<file path="config.mk">
export PLATFORM = sky130hd
export DESIGN_NAME = sliding_window_median
export DESIGN_NICKNAME = d
export VERILOG_FILES = /design/src/hw/rtl/swm_pkg.sv /design/src/hw/rtl/sliding_window_median.sv /design/src/hw/rtl/swm_cell.sv
export VERILOG_INCLUDE_DIRS = /design/src /design/src/hw/rtl
export SDC_FILE = /design/constraint.sdc
export NUM_CORES = 2
export LEC_CHECK = 0
export BUFFER_PORTS_ARGS = -buffer_cell sky130_fd_sc_hd__buf_2
export CAP_MARGIN = 20
export CORE_ASPECT_RATIO = 0.9
export CORE_MARGIN = 2
export CORE_UTILIZATION = 45
export CTS_BUF_LIST = sky130_fd_sc_hd__clkbuf_4 sky130_fd_sc_hd__clkbuf_8 sky130_fd_sc_hd__clkbuf_16
export DETAILED_ROUTE_END_ITERATION = 8
export PLACE_DENSITY = 0.59
export SETUP_SLACK_MARGIN = 0.4
export SLEW_MARGIN = 20
export SYNTH_ARGS = -nofsm -noshare
export SYNTH_HDL_FRONTEND = slang
export SYNTH_SLANG_ARGS = --single-unit
</file>
<file path="constraint.sdc">
create_clock -name aclk -period 6.2 [get_ports aclk]
set_input_delay 0.62 -clock aclk [delete_from_list [all_inputs] [get_ports aclk]]
set_output_delay 0.62 -clock aclk [all_outputs]
set_load 0.01 [all_outputs]
</file>
<file path="src/hw/rtl/sliding_window_median_assert.svh">
// Assertion macros for the running median filter.
// Expects aclk and aresetn in the scope where a macro is used.
`ifndef SLIDING_WINDOW_MEDIAN_ASSERT_SVH
`define SLIDING_WINDOW_MEDIAN_ASSERT_SVH

// A condition that must hold at every clock edge outside reset.
`define SWM_ASSERT_NOW(label, cond, msg) \
    label: assert property (@(posedge aclk) disable iff (!aresetn) (cond)) \
        else $error(msg);

// A condition that must hold in the cycle after a trigger.
`define SWM_ASSERT_NEXT(label, trig, cond, msg) \
    label: assert property (@(posedge aclk) disable iff (!aresetn) (trig) |=> (cond)) \
        else $error(msg);

`endif

</file>
<file path="src/hw/rtl/swm_pkg.sv">
// Shared types, sizes and helpers for the running median filter.
// No dependencies; used by swm_cell and sliding_window_median.
package swm_pkg;

    localparam int MAX_WINDOW   = 16;
    localparam int SAMPLE_WIDTH = 16;
    localparam int LEN_W        = 5;
    localparam int AGE_W        = (MAX_WINDOW > 1) ? $clog2(MAX_WINDOW) : 1;
    localparam int EFF_W        = $clog2(MAX_WINDOW + 1);

    typedef logic signed [SAMPLE_WIDTH-1:0] sample_t;
    typedef logic [AGE_W-1:0]               age_t;
    typedef logic [EFF_W-1:0]               eff_len_t;
    typedef logic [LEN_W-1:0]               cfg_len_t;

    // What one cell shows its two neighbors.
    typedef struct packed {
        sample_t value;
        age_t    age;
        logic    le;    // active and value <= incoming sample
        logic    rem;   // the oldest entry sits at this cell or below it
    } link_t;

    // A length of zero acts as one; lengths above the store size saturate.
    function automatic eff_len_t clamp_length(cfg_len_t raw);
        if (raw == '0) begin
            return eff_len_t'(1);
        end else if (int'(raw) > MAX_WINDOW) begin
            return eff_len_t'(MAX_WINDOW);
        end else begin
            return eff_len_t'(raw);
        end
    endfunction

endpackage

</file>
<file path="src/hw/rtl/sliding_window_median.sv">
// Running median filter over the most recent window_length signed samples.
// Input beats arrive on s_valid/s_ready/s_sample_in; each accepted beat
// gives exactly one result beat on m_valid/m_ready/m_median_out, the
// element at position window_length/2 of the ascending window order
// (upper median for even lengths). The window is kept sorted in a row of
// cells; each beat removes the oldest entry and inserts the new sample
// together, so the result is valid the cycle after acceptance and the block
// takes one beat per cycle while no result is stalled. A stalled result
// holds the output while one more input is not taken; s_ready is low only
// while a result waits and m_ready is low. Reset (aresetn low, synchronous)
// fills the window with zeros and sets the length to 16. A beat on cfg_valid/
// cfg_window_length sets the length (zero acts as one, above 16 saturates)
// and clears the window to zeros in the same cycle; cfg_ready is always high.
// Depends on swm_pkg, swm_cell and sliding_window_median_assert.svh.
`include "sliding_window_median_assert.svh"

module sliding_window_median (
    input  logic                aclk,
    input  logic                aresetn,
    input  logic                s_valid,
    output logic                s_ready,
    input  swm_pkg::sample_t    s_sample_in,
    output logic                m_valid,
    input  logic                m_ready,
    output swm_pkg::sample_t    m_median_out,
    input  logic                cfg_valid,
    output logic                cfg_ready,
    input  swm_pkg::cfg_len_t   cfg_window_length
);
    import swm_pkg::*;

    eff_len_t eff_len_reg, eff_len_next;
    logic     m_valid_reg, m_valid_next;
    logic     in_beat;
    logic     cfg_beat;
    logic     len_ok;
    age_t     oldest_age;
    age_t     med_idx;
    link_t    links [MAX_WINDOW];
    logic [MAX_WINDOW-1:0] old_vec;
    logic [MAX_WINDOW-1:0] sorted_ok;

    assign cfg_ready  = 1'b1;
    assign cfg_beat   = cfg_valid && cfg_ready;
    assign s_ready    = !m_valid_reg || m_ready;
    assign in_beat    = s_valid && s_ready;
    assign m_valid    = m_valid_reg;
    assign oldest_age = age_t'(eff_len_reg - eff_len_t'(1));
    assign med_idx    = age_t'(eff_len_reg >> 1);
    assign m_median_out = links[med_idx].value;
    assign len_ok     = (eff_len_reg != '0) && (eff_len_reg <= eff_len_t'(MAX_WINDOW));

    for (genvar i = 0; i < MAX_WINDOW; i++) begin : g_cell
        link_t prev_l, next_l;
        logic  active;

        if (i == 0) begin : g_first
            assign prev_l = '{value: '0, age: '0, le: 1'b1, rem: 1'b0};
            assign old_vec[i] = links[i].rem;
        end else begin : g_mid
            assign prev_l = links[i-1];
            assign old_vec[i] = links[i].rem && !links[i-1].rem;
        end

        if (i == MAX_WINDOW - 1) begin : g_last
            assign next_l = '{value: '0, age: '0, le: 1'b0, rem: 1'b1};
            assign sorted_ok[i] = 1'b1;
        end else begin : g_inner
            assign next_l = links[i+1];
            assign sorted_ok[i] = (eff_len_t'(i + 1) >= eff_len_reg) ||
                                  ($signed(links[i].value) <= $signed(links[i+1].value));
        end

        assign active = eff_len_reg > eff_len_t'(i);

        swm_cell u_cell (
            .aclk       (aclk),
            .aresetn    (aresetn),
            .clear      (cfg_beat),
            .step       (in_beat),
            .active     (active),
            .init_age   (age_t'(i)),
            .oldest_age (oldest_age),
            .sample     (s_sample_in),
            .prev_link  (prev_l),
            .next_link  (next_l),
            .link       (links[i])
        );
    end

    always_comb begin
        eff_len_next = eff_len_reg;
        if (cfg_beat) begin
            eff_len_next = clamp_length(cfg_window_length);
        end
        m_valid_next = m_valid_reg;
        if (in_beat) begin
            m_valid_next = 1'b1;
        end else if (m_ready) begin
            m_valid_next = 1'b0;
        end
    end

    always_ff @(posedge aclk) begin
        if (!aresetn) begin
            eff_len_reg <= eff_len_t'(MAX_WINDOW);
            m_valid_reg <= 1'b0;
        end else begin
            eff_len_reg <= eff_len_next;
            m_valid_reg <= m_valid_next;
        end
    end

    `SWM_ASSERT_NOW(a_one_oldest, $onehot(old_vec), "not exactly one oldest entry")
    `SWM_ASSERT_NOW(a_sorted, &sorted_ok, "active cells are out of ascending order")
    `SWM_ASSERT_NEXT(a_result_follows, in_beat, m_valid, "accepted beat gave no result")
    `SWM_ASSERT_NEXT(a_len_range, cfg_beat, len_ok, "window length out of range")

endmodule

</file>
<file path="src/hw/rtl/swm_cell.sv">
// One cell of the sorted window chain: a sample and its age.
// Depends on swm_pkg; instantiated in a row by sliding_window_median.
module swm_cell (
    input  logic              aclk,
    input  logic              aresetn,
    input  logic              clear,
    input  logic              step,
    input  logic              active,
    input  swm_pkg::age_t     init_age,
    input  swm_pkg::age_t     oldest_age,
    input  swm_pkg::sample_t  sample,
    input  swm_pkg::link_t    prev_link,
    input  swm_pkg::link_t    next_link,
    output swm_pkg::link_t    link
);
    import swm_pkg::*;

    sample_t value_reg, value_next;
    age_t    age_reg, age_next;
    logic    own_le;
    logic    is_old;
    logic    rem_le;
    logic    r_le;
    logic    rm1_le;
    sample_t r_value, rm1_value;
    age_t    r_age, rm1_age;

    assign own_le = active && (value_reg <= sample);
    assign is_old = active && (age_reg == oldest_age);
    assign rem_le = prev_link.rem || is_old;

    assign link.value = value_reg;
    assign link.age   = age_reg;
    assign link.le    = own_le;
    assign link.rem   = rem_le;

    // With the oldest entry taken out, the chain is shorter by one. This cell
    // and the one below see the shortened order through these selections.
    always_comb begin
        r_le      = rem_le ? next_link.le : own_le;
        r_value   = rem_le ? next_link.value : value_reg;
        r_age     = rem_le ? next_link.age : age_reg;
        rm1_le    = prev_link.rem ? own_le : prev_link.le;
        rm1_value = prev_link.rem ? value_reg : prev_link.value;
        rm1_age   = prev_link.rem ? age_reg : prev_link.age;

        value_next = value_reg;
        age_next   = age_reg;
        if (step && active) begin
            if (r_le) begin
                value_next = r_value;
                age_next   = r_age + age_t'(1);
            end else if (rm1_le) begin
                value_next = sample;
                age_next   = '0;
            end else begin
                value_next = rm1_value;
                age_next   = rm1_age + age_t'(1);
            end
        end
    end

    always_ff @(posedge aclk) begin
        if (!aresetn || clear) begin
            value_reg <= '0;
            age_reg   <= init_age;
        end else begin
            value_reg <= value_next;
            age_reg   <= age_next;
        end
    end

endmodule
</file>
==> results.sh <==
export IMPL_r2r_start="eff_len_reg[1]$_SDFFE_PN0P_"
export IMPL_ys_top_cells_by_area="dfxtp_1 22%, ha_1 12%, o21ai_0 7.3%"
export IMPL_fmax_mhz=196
export IMPL_dieArea_um2=67000
export IMPL_coreArea_um2=64200
export IMPL_grt_pass1_wl_mm=174
export IMPL_cts_tree="yes"
export IMPL_postLayoutCoreUtil=0.495
export IMPL_synth_compound_area_frac=0.261
export IMPL_routed_wirelength_mm=113
export IMPL_wl_met1_mm=52.1
export IMPL_ys_seq_area_frac=0.223
export IMPL_largest_register_ffs=256
export IMPL_whs_endpoint="m_valid$_SDFFE_PN0P_"
export IMPL_critPathTopFamily="buffers and inverters"
export IMPL_finalCritPeriodShare=0.821
export IMPL_fin_skew_ns=0.0372
export IMPL_cp_arrival_ns=5.58
export IMPL_layout_nets=3807
export IMPL_holdPathStages=3
export IMPL_drv_slew=0
export IMPL_crit_type="reg2reg"
export IMPL_ir_worst_vdd_uv=230
export IMPL_synthXorXnorAreaFrac=0.0366
export IMPL_hp_class="in2reg"
export IMPL_synthToLayoutAreaGrowth_pct=8.65
export IMPL_setup_viol=0
export IMPL_p_clk_frac=0.283
export IMPL_synthMuxAreaShare=0.155
export IMPL_power_frac_seq=0.281
export IMPL_p_sw_frac=0.423
export IMPL_cp_end_kind="flip-flop"
export IMPL_track_usage=0.332
export IMPL_cp_cell_sequence="inv_1 > ha_1 > xnor2_2 > buf_4 > xor2_1 > a32oi_1 > nand2_2 > buf_4 > nor2_2 > buf_4 > mux2i_2 > buf_4 > nor2_1 > a211oi_1 > o31ai_1"
export IMPL_critPathMostFrequentCell="buf_4"
export IMPL_power_w=0.00875
export IMPL_wl_met3_mm=11.2
export IMPL_synth_top_area_frac=0.223
export IMPL_p_comb_frac=0.436
export IMPL_htree_levels=2
export IMPL_worst_setup_path_start_kind="flip-flop"
export IMPL_antenna_found_initial=4
export IMPL_die_w_um=273
export IMPL_fin_area_um2=31700
export IMPL_grt_max_degree=188
export IMPL_start_util=0.455
export IMPL_post_dp_hpwl_mm=84.9
export IMPL_vias_per_cell=6.69
export IMPL_rr_worst_depth=15
export IMPL_required_ns=6.69
export IMPL_rows=88
export IMPL_crit_cells=15
export IMPL_io_pins=45
export IMPL_cts_resized=0
export IMPL_grt_pass1_vias=27912
export IMPL_synth_fp_nets=3878
export IMPL_synth_top_family_by_area="compound AO/OA/AOI/OAI gates"
export IMPL_clk_latency_ns=0.61
export IMPL_post_cts_buffers=0
export IMPL_placed_cell_area_um2=30400
export IMPL_synth_largest_area_cell="dfxtp_1"
export IMPL_gr_total_overflow=0
export IMPL_top_layer="met5"
export IMPL_critPathBufInv=5
export IMPL_drt_pass1_iterations=5
export IMPL_clock_root_buffer="clkbuf_16"
export IMPL_wl_met2_mm=46.3
export IMPL_portBuffers=43
export IMPL_rsz0062_at_grt="false"
export IMPL_power_density_nw_per_um2=276
export IMPL_status="completed"
export IMPL_gp_congestion=0.973
export IMPL_clk_pin_slew_ns=0.07
export IMPL_drt_wirelength_per_cell_um=25.8
export IMPL_ys_warn_count=0
export IMPL_regToRegSetupSlack_ns=1.11
export IMPL_slew_limit_headroom=0.324
export IMPL_slowest_stage="mux2i_2"
export IMPL_worst_slew_pin_slew_ns=1.01
export IMPL_drt_iter0_drc=3382
export IMPL_syn_inst=3575
export IMPL_yosys_area_share_simple=0.157
export IMPL_synth_edff_count=0
export IMPL_holdBufCountCts=0
export IMPL_die_y_um=246
export IMPL_cpPeakStageDelay_ns=0.75
export IMPL_drive_gt1_frac=0.126
export IMPL_maxCapViolations=0
export IMPL_cp_max_fo=22
export IMPL_synth_flop_cell="dfxtp_1"
export IMPL_cts_sinks=326
export IMPL_async_flop_share=0
export IMPL_p_leak_nw=13.2
export IMPL_setup_tns_final_ns=0
export IMPL_drc_errors=0
export IMPL_clockBufferDepth=3
export IMPL_yosysUniqueCellTypes=91
export IMPL_diodes=0
export IMPL_ys_seq_elements=326
export IMPL_mappedNetlistArea_um2=29200
export IMPL_power_switching_w=0.00370
export IMPL_hold_start="s_valid"
export IMPL_cts_buffers=43
export IMPL_p_int_w=0.00505
export IMPL_vias=29356
export IMPL_syn_area_per_cell_um2=8.17
export IMPL_synthAdderAreaFrac=0.119
export IMPL_min_period_ns=5.09
export IMPL_r2r_end="g_cell[7].u_cell.value_reg[4]$_SDFFE_PP0P_"
export IMPL_finalHoldViolCount=0
export IMPL_ant_nets=0
[worst max path at each step]
stage	from	to	slack, ns
global route	eff_len_reg[2]$_SDFFE_PN0P_	g_cell[12].u_cell.value_reg[15]$_SDFFE_PP0P_	0.78
CTS	eff_len_reg[1]$_SDFFE_PN0P_	g_cell[6].u_cell.value_reg[0]$_SDFFE_PP0P_	1.17
detailed placement	s_sample_in[15]	g_cell[9].u_cell.value_reg[9]$_SDFFE_PP0P_	1.04
finish	eff_len_reg[1]$_SDFFE_PN0P_	g_cell[7].u_cell.value_reg[4]$_SDFFE_PP0P_	1.11
floorplan	eff_len_reg[0]$_SDFFE_PN0P_	g_cell[14].u_cell.age_reg[2]$_SDFFE_PP1P_	1.41
global placement	s_sample_in[15]	g_cell[9].u_cell.value_reg[9]$_SDFFE_PP0P_	1.01
[layout make-up]
type	count	area, um2
Sequential cell	326	6540
Inverter	84	315
Timing Repair Buffer	143	1030
Clock buffer	61	1270
Fill cell	6115	32400
Clock inverter	11	72.6
Multi-Input combinational cell	2906	21500
Tap cell	855	1070
[routing by layer]
metal  global-route usage  up-vias
met5                    0        -
met4                0.110        6
met3               0.0633      208
met2                0.480     1467
met1                0.491    14309
li1                     -    13366
[synthesized netlist by cell type (12+ instances only)]
| cell | number |
|---|---|
| a211oi_1 | 62 |
| a21o_1 | 23 |
| a21oi_1 | 228 |
| a221o_1 | 17 |
| a221oi_1 | 15 |
| a22oi_1 | 52 |
| a31oi_1 | 78 |
| a32o_1 | 15 |
| and2_1 | 31 |
| and3_1 | 12 |
| buf_1 | 15 |
| buf_2 | 57 |
| buf_4 | 13 |
| clkbuf_1 | 172 |
| dfxtp_1 | 326 |
| ha_1 | 277 |
| inv_1 | 83 |
| mux2_2 | 84 |
| mux2i_1 | 174 |
| mux4_2 | 80 |
| nand2_1 | 365 |
| nand2b_1 | 38 |
| nand3_1 | 105 |
| nand4_1 | 38 |
| nor2_1 | 244 |
| nor2b_1 | 25 |
| nor3_1 | 54 |
| nor4_1 | 13 |
| o211ai_1 | 51 |
| o21a_1 | 34 |
| o21ai_0 | 426 |
| o21ai_1 | 38 |
| o221ai_1 | 67 |
| o2bb2ai_1 | 16 |
| o31ai_1 | 16 |
| xnor2_1 | 45 |
| xnor3_1 | 12 |
| xor2_1 | 28 |
[worst min-delay path: stages]
cell and delay [ns]:
buf_2 0.18, inv_1 0.07, a21boi_0 0.07
[kinds of logic (layout without fill, tap and decap cells)]
kind of cell               count (synthesis)  count (layout)
AOI/OAI and AO/OA                       1217            1217
and+or+nand+nor                          979             979
buffers and inverters                    343             299
muxes                                    340             340
DFF                                      326             326
adders and majority gates                277             277
xor gates and xnor gates                  92              92
other                                      1               1
[cells in the final DEF (no fill, tap or decap), types with 44 or more instances in the layout]
master	instances
nand3_1	104
xnor2_1	45
mux4_2	80
a31oi_1	76
a22oi_1	52
inv_1	83
dfxtp_1	323
ha_1	277
a21oi_1	224
nor3_1	51
o221ai_1	67
a211oi_1	62
o211ai_1	51
nand2_1	365
clkbuf_16	44
o21ai_0	426
mux2i_1	167
buf_4	95
mux2_2	84
nor2_1	239
[power by group through the flow]
stage	Sequential, W	Clock, W	Combinational (W)
2_1_floorplan	0.00240	0	0.00274
3_3_place_gp	0.00249	0	0.00363
3_5_place_dp	0.00249	0	0.00369
4_1_cts	0.00245	0.00250	0.00371
5_1_grt	0.00247	0.00259	0.00414
6_report	0.00246	0.00248	0.00381
[metrics by stage]
step / worst slack [ns] / std cells / hold WS [ns]
5_1_grt: 0.784 / 4386 / 0.418
2_1_floorplan: 1.41 / 3575 / 0.445
3_5_place_dp: 1.04 / 4314 / 0.490
6_report: 1.11 / 4386 / 0.394
3_3_place_gp: 1.01 / 4314 / 0.483
4_1_cts: 1.17 / 4386 / 0.348
Note: power is estimated with default switching activity, not from simulation.
